$ cat src/hw/rtl/mie_pkg.sv
// ----------------------------------------------------------------------------
// MIDI input event queue package
// Shared constants, entry layout and the command and result types.
// ----------------------------------------------------------------------------
package mie_pkg;

  localparam int QUEUE_DEPTH = 64;
  localparam int PTR_W       = $clog2(QUEUE_DEPTH);
  localparam int CNT_W       = $clog2(QUEUE_DEPTH + 1);
  localparam int PHASE_W     = 3;
  localparam int TICK_DIVIDE = 6;
  localparam int ENTRY_W     = 27;

  localparam logic [7:0] TICK_STATUS  = 8'hF8;
  localparam logic [7:0] START_STATUS = 8'hFA;
  localparam logic [7:0] STOP_STATUS  = 8'hFC;
  localparam logic [3:0] CHAN_MASK    = 4'hF;

  localparam logic [3:0] KIND_NOTE_OFF    = 4'h8;
  localparam logic [3:0] KIND_NOTE_ON     = 4'h9;
  localparam logic [3:0] KIND_PITCH_WHEEL = 4'hE;

  typedef struct packed {
    logic [3:0]         kind;
    logic [3:0]         chan;
    logic [7:0]         d1;
    logic [7:0]         d2;
    logic [PHASE_W-1:0] phase;
  } entry_t;

  typedef enum logic [1:0] {
    CMD_NOP  = 2'd0,
    CMD_PUSH = 2'd1,
    CMD_READ = 2'd2
  } cmd_op_t;

  typedef struct packed {
    cmd_op_t op;
    entry_t  entry;
  } cmd_t;

  // Handshake between a command producer and consumer.
  typedef struct packed {
    logic valid;
    cmd_t cmd;
  } cmd_req_t;

  typedef struct packed {
    logic               read_valid;
    logic [3:0]         msg_kind;
    logic [3:0]         msg_channel;
    logic [7:0]         out_first_data;
    logic [7:0]         out_second_data;
    logic [PHASE_W-1:0] tick_phase;
    logic               event_queued;
    logic               event_dropped;
  } result_t;

endpackage

$ cat src/hw/rtl/mie_if.sv
// ----------------------------------------------------------------------------
// MIDI input event queue channels
// Valid/ready request channel and result channel.
// ----------------------------------------------------------------------------
interface mie_in_if;
  logic       valid;
  logic       ready;
  logic       req_type;
  logic [7:0] status_byte;
  logic [7:0] first_data;
  logic [7:0] second_data;

  modport source (output valid, req_type, status_byte, first_data, second_data,
                  input ready);
  modport sink (input valid, req_type, status_byte, first_data, second_data,
                output ready);
endinterface

interface mie_out_if;
  logic       valid;
  logic       ready;
  logic       read_valid;
  logic [3:0] msg_kind;
  logic [3:0] msg_channel;
  logic [7:0] out_first_data;
  logic [7:0] out_second_data;
  logic [2:0] tick_phase;
  logic       event_queued;
  logic       event_dropped;

  modport source (output valid, read_valid, msg_kind, msg_channel, out_first_data,
                  out_second_data, tick_phase, event_queued, event_dropped,
                  input ready);
  modport sink (input valid, read_valid, msg_kind, msg_channel, out_first_data,
                out_second_data, tick_phase, event_queued, event_dropped,
                output ready);
endinterface

$ cat src/hw/rtl/midi_input_event_fifo.sv
// ----------------------------------------------------------------------------
// MIDI input event queue
// Filters MIDI events into a ring queue of messages and pops them on request.
// ----------------------------------------------------------------------------
// A request passes the two-entry command buffer; the back end goes from idle to
// hold for an event or empty read, and via read to hold for a read that pops an
// entry from the registered-read queue RAM. The back end takes a new request only
// when idle, once the receiver has taken the held result.
// Reset: synchronous active-low rst_n empties the queue and clears the tick
// divider and master_sync; the queue RAM contents are not cleared.
module midi_input_event_fifo (
  input  logic      clk,
  input  logic      rst_n,
  input  logic      cfg_wr_en,
  input  logic      cfg_wr_data,
  mie_in_if.sink    in_chan,
  mie_out_if.source out_chan
);
  import mie_pkg::*;

  cmd_req_t push_req;
  logic     push_ready;
  cmd_req_t pop_req;
  logic     pop_ready;

  mie_front u_front (
    .clk         (clk),
    .rst_n       (rst_n),
    .cfg_wr_en   (cfg_wr_en),
    .cfg_wr_data (cfg_wr_data),
    .in_chan     (in_chan),
    .push_req    (push_req),
    .push_ready  (push_ready)
  );

  mie_cmd_fifo u_cmd_fifo (
    .clk        (clk),
    .rst_n      (rst_n),
    .push_req   (push_req),
    .push_ready (push_ready),
    .pop_req    (pop_req),
    .pop_ready  (pop_ready)
  );

  mie_back u_back (
    .clk       (clk),
    .rst_n     (rst_n),
    .pop_req   (pop_req),
    .pop_ready (pop_ready),
    .out_chan  (out_chan)
  );

endmodule

$ cat src/hw/rtl/mie_ram.sv
// ----------------------------------------------------------------------------
// Generic single-port-write RAM
// One write port and one read port with registered read data.
// ----------------------------------------------------------------------------
module mie_ram #(
  parameter int WIDTH = 8,
  parameter int DEPTH = 16
) (
  input  logic                     clk,
  input  logic                     we,
  input  logic [$clog2(DEPTH)-1:0] waddr,
  input  logic [WIDTH-1:0]         wdata,
  input  logic                     re,
  input  logic [$clog2(DEPTH)-1:0] raddr,
  output logic [WIDTH-1:0]         rdata
);

  logic [WIDTH-1:0] mem_r [DEPTH];
  logic [WIDTH-1:0] rdata_r;

  always_ff @(posedge clk) begin
    if (we) begin
      mem_r[waddr] <= wdata;
    end
    if (re) begin
      rdata_r <= mem_r[raddr];
    end
  end

  assign rdata = rdata_r;

endmodule

$ cat src/hw/rtl/mie_front.sv
// ----------------------------------------------------------------------------
// MIDI input event queue front end
// Accepts requests, filters MIDI events and runs the tick divider.
// ----------------------------------------------------------------------------
module mie_front (
  input  logic             clk,
  input  logic             rst_n,
  input  logic             cfg_wr_en,
  input  logic             cfg_wr_data,
  mie_in_if.sink           in_chan,
  output mie_pkg::cmd_req_t push_req,
  input  logic             push_ready
);
  import mie_pkg::*;

  logic               master_sync_r;
  logic [PHASE_W-1:0] tick_cnt_r;
  logic [PHASE_W-1:0] tick_cnt_nxt;
  logic               accept;
  logic [3:0]         kind;
  logic [3:0]         chan;
  cmd_t               cmd;

  assign in_chan.ready = push_ready;
  assign accept        = in_chan.valid && push_ready;
  assign kind          = in_chan.status_byte[7:4];
  assign chan          = in_chan.status_byte[3:0] & CHAN_MASK;

  always_comb begin
    tick_cnt_nxt    = tick_cnt_r;
    cmd.op          = CMD_NOP;
    cmd.entry.kind  = kind;
    cmd.entry.chan  = chan;
    cmd.entry.d1    = in_chan.first_data;
    cmd.entry.d2    = in_chan.second_data;
    cmd.entry.phase = tick_cnt_r;
    if (in_chan.req_type) begin
      cmd.op = CMD_READ;
    end else if (in_chan.status_byte == TICK_STATUS) begin
      if (master_sync_r) begin
        // Every sixth tick wraps the divider and is queued at phase zero.
        if (tick_cnt_r == PHASE_W'(TICK_DIVIDE - 1)) begin
          tick_cnt_nxt    = '0;
          cmd.op          = CMD_PUSH;
          cmd.entry.phase = '0;
        end else begin
          tick_cnt_nxt = tick_cnt_r + PHASE_W'(1);
        end
      end
    end else if (in_chan.status_byte == START_STATUS ||
                 in_chan.status_byte == STOP_STATUS) begin
      tick_cnt_nxt = '0;
    end else if (kind inside {KIND_NOTE_OFF, KIND_NOTE_ON, KIND_PITCH_WHEEL}) begin
      cmd.op = CMD_PUSH;
    end
  end

  assign push_req.valid = in_chan.valid;
  assign push_req.cmd   = cmd;

  always_ff @(posedge clk) begin
    if (!rst_n) begin
      master_sync_r <= 1'b0;
      tick_cnt_r    <= '0;
    end else begin
      if (cfg_wr_en) begin
        master_sync_r <= cfg_wr_data;
      end
      if (accept) begin
        tick_cnt_r <= tick_cnt_nxt;
      end
    end
  end

endmodule

$ cat src/hw/rtl/mie_cmd_fifo.sv
// ----------------------------------------------------------------------------
// MIDI input event queue command buffer
// Two-entry queue that decouples the front end from the back end.
// ----------------------------------------------------------------------------
module mie_cmd_fifo (
  input  logic              clk,
  input  logic              rst_n,
  input  mie_pkg::cmd_req_t push_req,
  output logic              push_ready,
  output mie_pkg::cmd_req_t pop_req,
  input  logic              pop_ready
);
  import mie_pkg::*;

  cmd_t       slot_r [2];
  logic       wr_ptr_r;
  logic       rd_ptr_r;
  logic [1:0] cnt_r;
  logic       do_push;
  logic       do_pop;

  assign push_ready    = (cnt_r != 2'd2);
  assign do_push       = push_req.valid && push_ready;
  assign pop_req.valid = (cnt_r != 2'd0);
  assign pop_req.cmd   = slot_r[rd_ptr_r];
  assign do_pop        = pop_req.valid && pop_ready;

  always_ff @(posedge clk) begin
    if (do_push) begin
      slot_r[wr_ptr_r] <= push_req.cmd;
    end
  end

  always_ff @(posedge clk) begin
    if (!rst_n) begin
      wr_ptr_r <= 1'b0;
      rd_ptr_r <= 1'b0;
      cnt_r    <= 2'd0;
    end else begin
      if (do_push) begin
        wr_ptr_r <= ~wr_ptr_r;
      end
      if (do_pop) begin
        rd_ptr_r <= ~rd_ptr_r;
      end
      if (do_push && !do_pop) begin
        cnt_r <= cnt_r + 2'd1;
      end else if (do_pop && !do_push) begin
        cnt_r <= cnt_r - 2'd1;
      end
    end
  end

endmodule

$ cat src/hw/rtl/mie_back.sv
// ----------------------------------------------------------------------------
// MIDI input event queue back end
// Owns the message ring queue, executes commands and holds the result.
// ----------------------------------------------------------------------------
module mie_back (
  input  logic              clk,
  input  logic              rst_n,
  input  mie_pkg::cmd_req_t pop_req,
  output logic              pop_ready,
  mie_out_if.source         out_chan
);
  import mie_pkg::*;

  typedef enum logic [2:0] {
    ST_IDLE = 3'b001,
    ST_READ = 3'b010,
    ST_HOLD = 3'b100
  } state_t;

  state_t           state_r, state_nxt;
  logic [PTR_W-1:0] wr_ptr_r, wr_ptr_nxt;
  logic [PTR_W-1:0] rd_ptr_r, rd_ptr_nxt;
  logic [CNT_W-1:0] cnt_r, cnt_nxt;
  result_t          res_r, res_nxt;

  logic               ram_we;
  logic               ram_re;
  logic [ENTRY_W-1:0] ram_rdata;
  entry_t             rd_entry;

  assign rd_entry  = entry_t'(ram_rdata);
  assign pop_ready = (state_r == ST_IDLE);

  mie_ram #(
    .WIDTH (ENTRY_W),
    .DEPTH (QUEUE_DEPTH)
  ) u_queue_ram (
    .clk   (clk),
    .we    (ram_we),
    .waddr (wr_ptr_r),
    .wdata (pop_req.cmd.entry),
    .re    (ram_re),
    .raddr (rd_ptr_r),
    .rdata (ram_rdata)
  );

  always_comb begin
    state_nxt  = state_r;
    wr_ptr_nxt = wr_ptr_r;
    rd_ptr_nxt = rd_ptr_r;
    cnt_nxt    = cnt_r;
    res_nxt    = res_r;
    ram_we     = 1'b0;
    ram_re     = 1'b0;
    case (state_r)
      ST_IDLE: begin
        if (pop_req.valid) begin
          res_nxt   = '0;
          state_nxt = ST_HOLD;
          case (pop_req.cmd.op)
            CMD_READ: begin
              if (cnt_r != '0) begin
                ram_re     = 1'b1;
                rd_ptr_nxt = (rd_ptr_r == PTR_W'(QUEUE_DEPTH - 1)) ? '0
                                                                   : rd_ptr_r + PTR_W'(1);
                cnt_nxt    = cnt_r - CNT_W'(1);
                state_nxt  = ST_READ;
              end
            end
            CMD_PUSH: begin
              if (cnt_r != CNT_W'(QUEUE_DEPTH)) begin
                ram_we               = 1'b1;
                wr_ptr_nxt           = (wr_ptr_r == PTR_W'(QUEUE_DEPTH - 1)) ? '0
                                                                             : wr_ptr_r + PTR_W'(1);
                cnt_nxt              = cnt_r + CNT_W'(1);
                res_nxt.event_queued = 1'b1;
              end else begin
                // A full queue keeps its contents and the request is flagged.
                res_nxt.event_dropped = 1'b1;
              end
            end
            default: begin
              res_nxt = '0;
            end
          endcase
        end
      end
      ST_READ: begin
        res_nxt.read_valid      = 1'b1;
        res_nxt.msg_kind        = rd_entry.kind;
        res_nxt.msg_channel     = rd_entry.chan;
        res_nxt.out_first_data  = rd_entry.d1;
        res_nxt.out_second_data = rd_entry.d2;
        res_nxt.tick_phase      = rd_entry.phase;
        state_nxt               = ST_HOLD;
      end
      ST_HOLD: begin
        if (out_chan.ready) begin
          state_nxt = ST_IDLE;
        end
      end
      default: begin
        state_nxt = ST_IDLE;
      end
    endcase
  end

  always_ff @(posedge clk) begin
    res_r <= res_nxt;
  end

  always_ff @(posedge clk) begin
    if (!rst_n) begin
      state_r  <= ST_IDLE;
      wr_ptr_r <= '0;
      rd_ptr_r <= '0;
      cnt_r    <= '0;
    end else begin
      state_r  <= state_nxt;
      wr_ptr_r <= wr_ptr_nxt;
      rd_ptr_r <= rd_ptr_nxt;
      cnt_r    <= cnt_nxt;
    end
  end

  assign out_chan.valid           = (state_r == ST_HOLD);
  assign out_chan.read_valid      = res_r.read_valid;
  assign out_chan.msg_kind        = res_r.msg_kind;
  assign out_chan.msg_channel     = res_r.msg_channel;
  assign out_chan.out_first_data  = res_r.out_first_data;
  assign out_chan.out_second_data = res_r.out_second_data;
  assign out_chan.tick_phase      = res_r.tick_phase;
  assign out_chan.event_queued    = res_r.event_queued;
  assign out_chan.event_dropped   = res_r.event_dropped;

endmodule

$ cat src/flat_wrapper.sv
// flat-port wrapper written by rule: the top's interface ports become plain ports
module midi_input_event_fifo_flat import mie_pkg::*;
  (clk, rst_n, cfg_wr_en, cfg_wr_data, in_chan_valid, in_chan_req_type, in_chan_status_byte, in_chan_first_data, in_chan_second_data, in_chan_ready, out_chan_valid, out_chan_read_valid, out_chan_msg_kind, out_chan_msg_channel, out_chan_out_first_data, out_chan_out_second_data, out_chan_tick_phase, out_chan_event_queued, out_chan_event_dropped, out_chan_ready);
  mie_in_if in_chan_i ();
  mie_out_if out_chan_i ();
  input  logic clk;
  input  logic rst_n;
  input  logic cfg_wr_en;
  input  logic cfg_wr_data;
  input wire logic [$bits(in_chan_i.valid)-1:0] in_chan_valid;
  input wire logic [$bits(in_chan_i.req_type)-1:0] in_chan_req_type;
  input wire logic [$bits(in_chan_i.status_byte)-1:0] in_chan_status_byte;
  input wire logic [$bits(in_chan_i.first_data)-1:0] in_chan_first_data;
  input wire logic [$bits(in_chan_i.second_data)-1:0] in_chan_second_data;
  output wire logic [$bits(in_chan_i.ready)-1:0] in_chan_ready;
  output wire logic [$bits(out_chan_i.valid)-1:0] out_chan_valid;
  output wire logic [$bits(out_chan_i.read_valid)-1:0] out_chan_read_valid;
  output wire logic [$bits(out_chan_i.msg_kind)-1:0] out_chan_msg_kind;
  output wire logic [$bits(out_chan_i.msg_channel)-1:0] out_chan_msg_channel;
  output wire logic [$bits(out_chan_i.out_first_data)-1:0] out_chan_out_first_data;
  output wire logic [$bits(out_chan_i.out_second_data)-1:0] out_chan_out_second_data;
  output wire logic [$bits(out_chan_i.tick_phase)-1:0] out_chan_tick_phase;
  output wire logic [$bits(out_chan_i.event_queued)-1:0] out_chan_event_queued;
  output wire logic [$bits(out_chan_i.event_dropped)-1:0] out_chan_event_dropped;
  input wire logic [$bits(out_chan_i.ready)-1:0] out_chan_ready;
  assign in_chan_i.valid = in_chan_valid;
  assign in_chan_i.req_type = in_chan_req_type;
  assign in_chan_i.status_byte = in_chan_status_byte;
  assign in_chan_i.first_data = in_chan_first_data;
  assign in_chan_i.second_data = in_chan_second_data;
  assign in_chan_ready = in_chan_i.ready;
  assign out_chan_valid = out_chan_i.valid;
  assign out_chan_read_valid = out_chan_i.read_valid;
  assign out_chan_msg_kind = out_chan_i.msg_kind;
  assign out_chan_msg_channel = out_chan_i.msg_channel;
  assign out_chan_out_first_data = out_chan_i.out_first_data;
  assign out_chan_out_second_data = out_chan_i.out_second_data;
  assign out_chan_tick_phase = out_chan_i.tick_phase;
  assign out_chan_event_queued = out_chan_i.event_queued;
  assign out_chan_event_dropped = out_chan_i.event_dropped;
  assign out_chan_i.ready = out_chan_ready;
  midi_input_event_fifo u_core (.clk(clk), .rst_n(rst_n), .cfg_wr_en(cfg_wr_en), .cfg_wr_data(cfg_wr_data), .in_chan(in_chan_i), .out_chan(out_chan_i));
endmodule
$ cat config.mk
export PLATFORM = sky130hd
export DESIGN_NAME = midi_input_event_fifo_flat
export DESIGN_NICKNAME = d
export VERILOG_FILES = /design/src/hw/rtl/mie_pkg.sv /design/src/hw/rtl/mie_if.sv /design/src/hw/rtl/midi_input_event_fifo.sv /design/src/hw/rtl/mie_ram.sv /design/src/hw/rtl/mie_front.sv /design/src/hw/rtl/mie_cmd_fifo.sv /design/src/hw/rtl/mie_back.sv /design/src/flat_wrapper.sv
export SDC_FILE = /design/constraint.sdc
export NUM_CORES = 2
export LEC_CHECK = 0
export ABC_CLOCK_PERIOD_IN_PS = 11500
export BUFFER_PORTS_ARGS = -buffer_cell sky130_fd_sc_hd__buf_2
export CAP_MARGIN = 15
export CORE_MARGIN = 4
export CORE_UTILIZATION = 67
export DETAILED_ROUTE_END_ITERATION = 10
export GPL_TIMING_DRIVEN = 0
export PLACE_DENSITY = 0.89
export SKIP_LAST_GASP = 1
export SLEW_MARGIN = 10
export SYNTH_ARGS = -nofsm -noshare
export SYNTH_HDL_FRONTEND = slang
export SYNTH_SLANG_ARGS = --single-unit
$ cat constraint.sdc
create_clock -name clk -period 11.5 [get_ports clk]
set_clock_uncertainty 0.15 [all_clocks]
set_input_delay 0 -clock clk [delete_from_list [all_inputs] [get_ports clk]]
set_output_delay 0 -clock clk [all_outputs]
set_load 0.005 [all_outputs]
==> impl_metrics.ini, run 1 <==
[outcome]
status = aborted with a tool error
outcome.stop_stage = 5_1_grt
run.stop_error = [ERROR GRT-0183] Net _1195_: the 3D maze router ran out of legal paths (heap underflow) - the net is boxed in by local congestion or blockages.

[placed_design]
estimated_wirelength_of_the_detail_placed_design_um = 137000
detailed_place.area_um2 = 75350
port-buffer-count = 61
place.gp.congestion = 0.9334

[cts]
buffer_depth_of_the_longest_clock_path = 3
cts_inserted_buffers = 169
htree_num_levels = 4
post_cts_resized = 0
cts_root_cell = clkbuf_16
cts_post_setup_buffers_inserted = 0
cts.sink_count = 1874

[die]
die-height_um = 333.9
rows = 119
start_util_pct = 67.51
ioPinCount = 63
die_width_um = 333.9

[synthesis]
synth-seq-area-share_pct = 78.64
mappedNetlistArea_um2 = 71160
synthesis.yosys.warnings = 0
syn_avg_cell_area_um2 = 22.18
postSynthNetCount = 3250
synth-main-ff-cell = edfxtp_1
asyncSetResetFlopFracSynth_pct = 0
synth_area_leader_cell = edfxtp_1
synth_cell_type_count = 60
synth_edf_count = 1843
number_of_synthesized_register_bits = 1874
synth_area_leaders = edfxtp_1 78%, mux4_2 12%, mux2i_1 1.6%
netlist_instances = 3209
synth.top_cell.area_share_pct = 77.77

[global_route]
pin_count_of_the_biggest_net_entering_global_routing = 65
number_of_antenna_violations_at_the_first_check_in_global_routing = 78
## per-stage QoR
stage	util [%]	cells	hold WS, ns	setup slack [ns]
after CTS	77.06	5114	0.01385	6.721
after detailed placement	71.48	4751	0.04314	6.913
after global placement	69.45	4661	0.03774	4.172
after floorplan	-	3209	-0.05113	6.597
## synth_stat cells (8+ instances only)
cell      count
a211o_1      26
a211oi_1     52
a21boi_0      9
a21oi_1       8
a221oi_1     53
a22o_1       80
a22oi_1      27
and2_1       42
buf_1        15
buf_2        60
clkbuf_1    112
dfxtp_1      31
edfxtp_1   1843
ha_1          9
mux2_2       28
mux2i_1     113
mux4_2      379
nand2_1      23
nand3_1      11
nand3b_1      9
nor2_1       79
nor2b_1       9
nor3_1       13
o21ai_0      10
o221ai_1     53
o22ai_1      27
xnor2_1      13
## cell families after synthesis
kind of cell             synth area share [%]
AO/OA/AOI/OAI                           4.104
XOR/XNOR                               0.1969
adder cells (fa/ha/maj)                0.1864
buffers and inverters                   1.166
flip-flops                              78.64
multiplexers                            14.03
AND/OR/NAND/NOR                         1.681
## what timing repair did
action	CTS
hold buffers	58
endpoints found under the hold margin	138
setup endpoints to repair	0
==> run 2: changes to the inputs <==
- CORE_UTILIZATION: 67 -> 40
- PLACE_DENSITY: 0.89 -> unset
- PLACE_DENSITY_LB_ADDON: unset -> 0.15
==> impl_metrics.ini, run 2 <==
[cts]
cts_root_cell = clkbuf_16
worst_setup_hold_path_clk_slew_ns = 0.06
cts.sink_count = 1874
cts_inserted_buffers = 187
buffer_depth_of_the_longest_clock_path = 3
htree_num_levels = 4
worst_skew_pair.late_latency_ns = 0.82
post_cts_resized = 0
clock_tree_from_tritoncts = built

[timing]
timing.final.crit_period_ns = 4.831
setup_violation_total_in_the_final_timing_report = 0
hold_viol = 0
max_slew_margin_pct = 18.86
finalHoldWorstSlack_ns = 0.1201
rsz_0062_raised_after_global_routing = no
slew_viol_final = 0
post-route-period-util_pct = 42.01
max_freq_mhz = 207.0
worst_pin_slew_ns = 1.217
totalNegativeSetupSlack_ns = 0

[cells_and_area]
layout.nets = 3669
drive_above_1_share_pct = 25.80
largest-register = u_core.u_back.u_queue_ram.mem_r
layout.cells.most_common = edfxtp_1
layout.core_utilization_pct = 47.27
layout_area_overhead_pct = 17.25
largest_register_ff_count = 1728
layout_fillers = 14650
final_cell_mix = 1843 x edfxtp_1, 379 x mux4_2, 191 x clkbuf_16
instances_no_fill = 6123

[global_route]
number_of_antenna_violations_at_the_first_check_in_global_routing = 13
grt_first_pass_wirelength_um = 277200
grt_residual_overflow = 0
first_global_vias = 34940
pin_count_of_the_biggest_net_entering_global_routing = 65
global_route.usage.total_pct = 21.34

[synthesis]
synth_most_common_cell = edfxtp_1
netlist_instances = 3209
synth_edf_count = 1843
synth_cell_type_count = 60
postSynthNetCount = 3250
number_of_synthesized_register_bits = 1874
synth-main-ff-cell = edfxtp_1
synth_area_leaders = edfxtp_1 78%, mux4_2 12%, mux2i_1 1.6%
synth.top_cell.area_share_pct = 77.77
mappedNetlistArea_um2 = 71160
synthesis.yosys.warnings = 0
syn_avg_cell_area_um2 = 22.18
commonest_cells_in_the_netlist = 1843 x edfxtp_1, 379 x mux4_2, 113 x mux2i_1, 112 x clkbuf_1, 80 x a22o_1
synth-seq-area-share_pct = 78.64
asyncSetResetFlopFracSynth_pct = 0
synth_area_leader_cell = edfxtp_1

[setup_path]
path_common_cell = buf_2
path_delay_family = compound AO/OA/AOI/OAI gates
critical-path-slowest-cell = a211oi_1
regToRegSetupSlack_ns = 6.67
cp.arrival_ns = 5.19
timing_worst_setup_path_type = reg -> reg
timing.critical_path.buf_inv = 4
max_incr_delay_on_cp_ns = 0.86
crit_path_end_kind = flop
crit_path_max_fanout = 10
timing.critical_path.from_type = flop
timing.rr.start = u_core.u_back.rd_ptr_r[0]
worstPathCellList = buf_2 > buf_4 > buf_2 > nand3b_1 > clkbuf_1 > o22ai_1 > a211oi_1 > a211o_1 > o221ai_1
timing.critical_path.from = u_core.u_back.rd_ptr_r[0]
worst_ep_required_time_ns = 11.86

[min_path]
min-delay-start = in_chan_status_byte[2]
min_path_type = in -> reg

[power_and_ir_drop]
fin_total_pwr_w = 0.01624
static-leakage-power_nw = 25.54
max-vdd-ir-drop_uv = 150.3
pwr_density_cell_nw_per_um2 = 194.6

[die]
core_area_um2 = 176500
total_die_area_um2 = 184700
start_util_pct = 40.32
die-height_um = 429.8
ioPinCount = 63
die_width_um = 429.8
rows = 154

[drt]
drt_first_pass_iters = 5
wl_um = 198000
drt_drc_violations_left = 0
detail_route.wl_per_cell_um = 32.34
num_vias = 35290
drt.antenna.violating_nets = 0
detail_route.iter0.violations = 4163
route.detailed.vias_per_inst = 5.763

[placed_design]
placed_cells = 5718
place.gp.congestion = 0.9058
port-buffer-count = 61
estimated_wirelength_of_the_detail_placed_design_um = 133100

[run]
cap_violations = 0

[outcome]
status = finished, final reports clean
## run 2: area by class of cell
class,instances,area (µm²),area share [%]
clock buffers,249,5077,6.085
repair buffers,230,2962,3.549
clock inverters,87,708.2,0.8487
flip-flops and latches,1874,55960,67.07
multi-input cells,1137,14950,17.92
well taps,2340,2928,3.509
diodes,8,20.02,0.02399
plain buffers,190,800.8,0.9597
inverters,8,30.03,0.03599
## run 2: timing repair
item	in CTS	in global routing
hold buffers	60	0
hold endpoints to repair	139	0
setup buffers	0	0
## run 2: cell families after synthesis
| logic type | count (synthesis) | share of synthesized area [%] |
|---|---|---|
| xor gates and xnor gates | 16 | 0.1969 |
| adders and majority gates | 10 | 0.1864 |
| buffers and inverters | 198 | 1.166 |
| AOI/OAI and AO/OA | 362 | 4.104 |
| muxes | 520 | 14.03 |
| and+or+nand+nor | 229 | 1.681 |
| DFF | 1874 | 78.64 |
## run 2: final timing paths
kind,to,depth (start not counted)
setup / recovery,u_core.u_back.u_queue_ram.rdata[11],9
hold / removal,u_core.u_front.tick_cnt_r[1],5
setup reg to reg,u_core.u_back.u_queue_ram.rdata[11],9
hold reg to reg,u_core.u_back.cnt_r[5],2
## run 2: metal layers
metal,GRT usage [%],wire (µm)
met5,0,0
met4,6.980,6932
met3,3.382,12530
met2,32.67,91310
met1,31.48,87270
## run 2: tightest hold or removal path: stages
cell and delay [ns]:
dlygate4sd3_1 0.51, buf_2 0.13, or4_1 0.18, or4_1 0.13, a21boi_0 0.07
## run 2: per-stage QoR
stage	instance area, µm²	setup slack [ns]
floorplan	71160	6.597
global placement	74400	3.416
detailed placement	77010	6.678
CTS	83400	6.651
global route	83430	6.623
finish	83440	6.669
## run 2: power by group
| group | internal, W | total, W | switching [W] |
|---|---|---|---|
| clock | 0.00331 | 0.00586 | 0.00254 |
| sequential | 0.00812 | 0.00818 | 0.0000538 |
| combinational | 0.000727 | 0.00220 | 0.00147 |
| total | 0.0122 | 0.0162 | 0.00407 |
No activity file was read; power rests on OpenSTA's default activity.
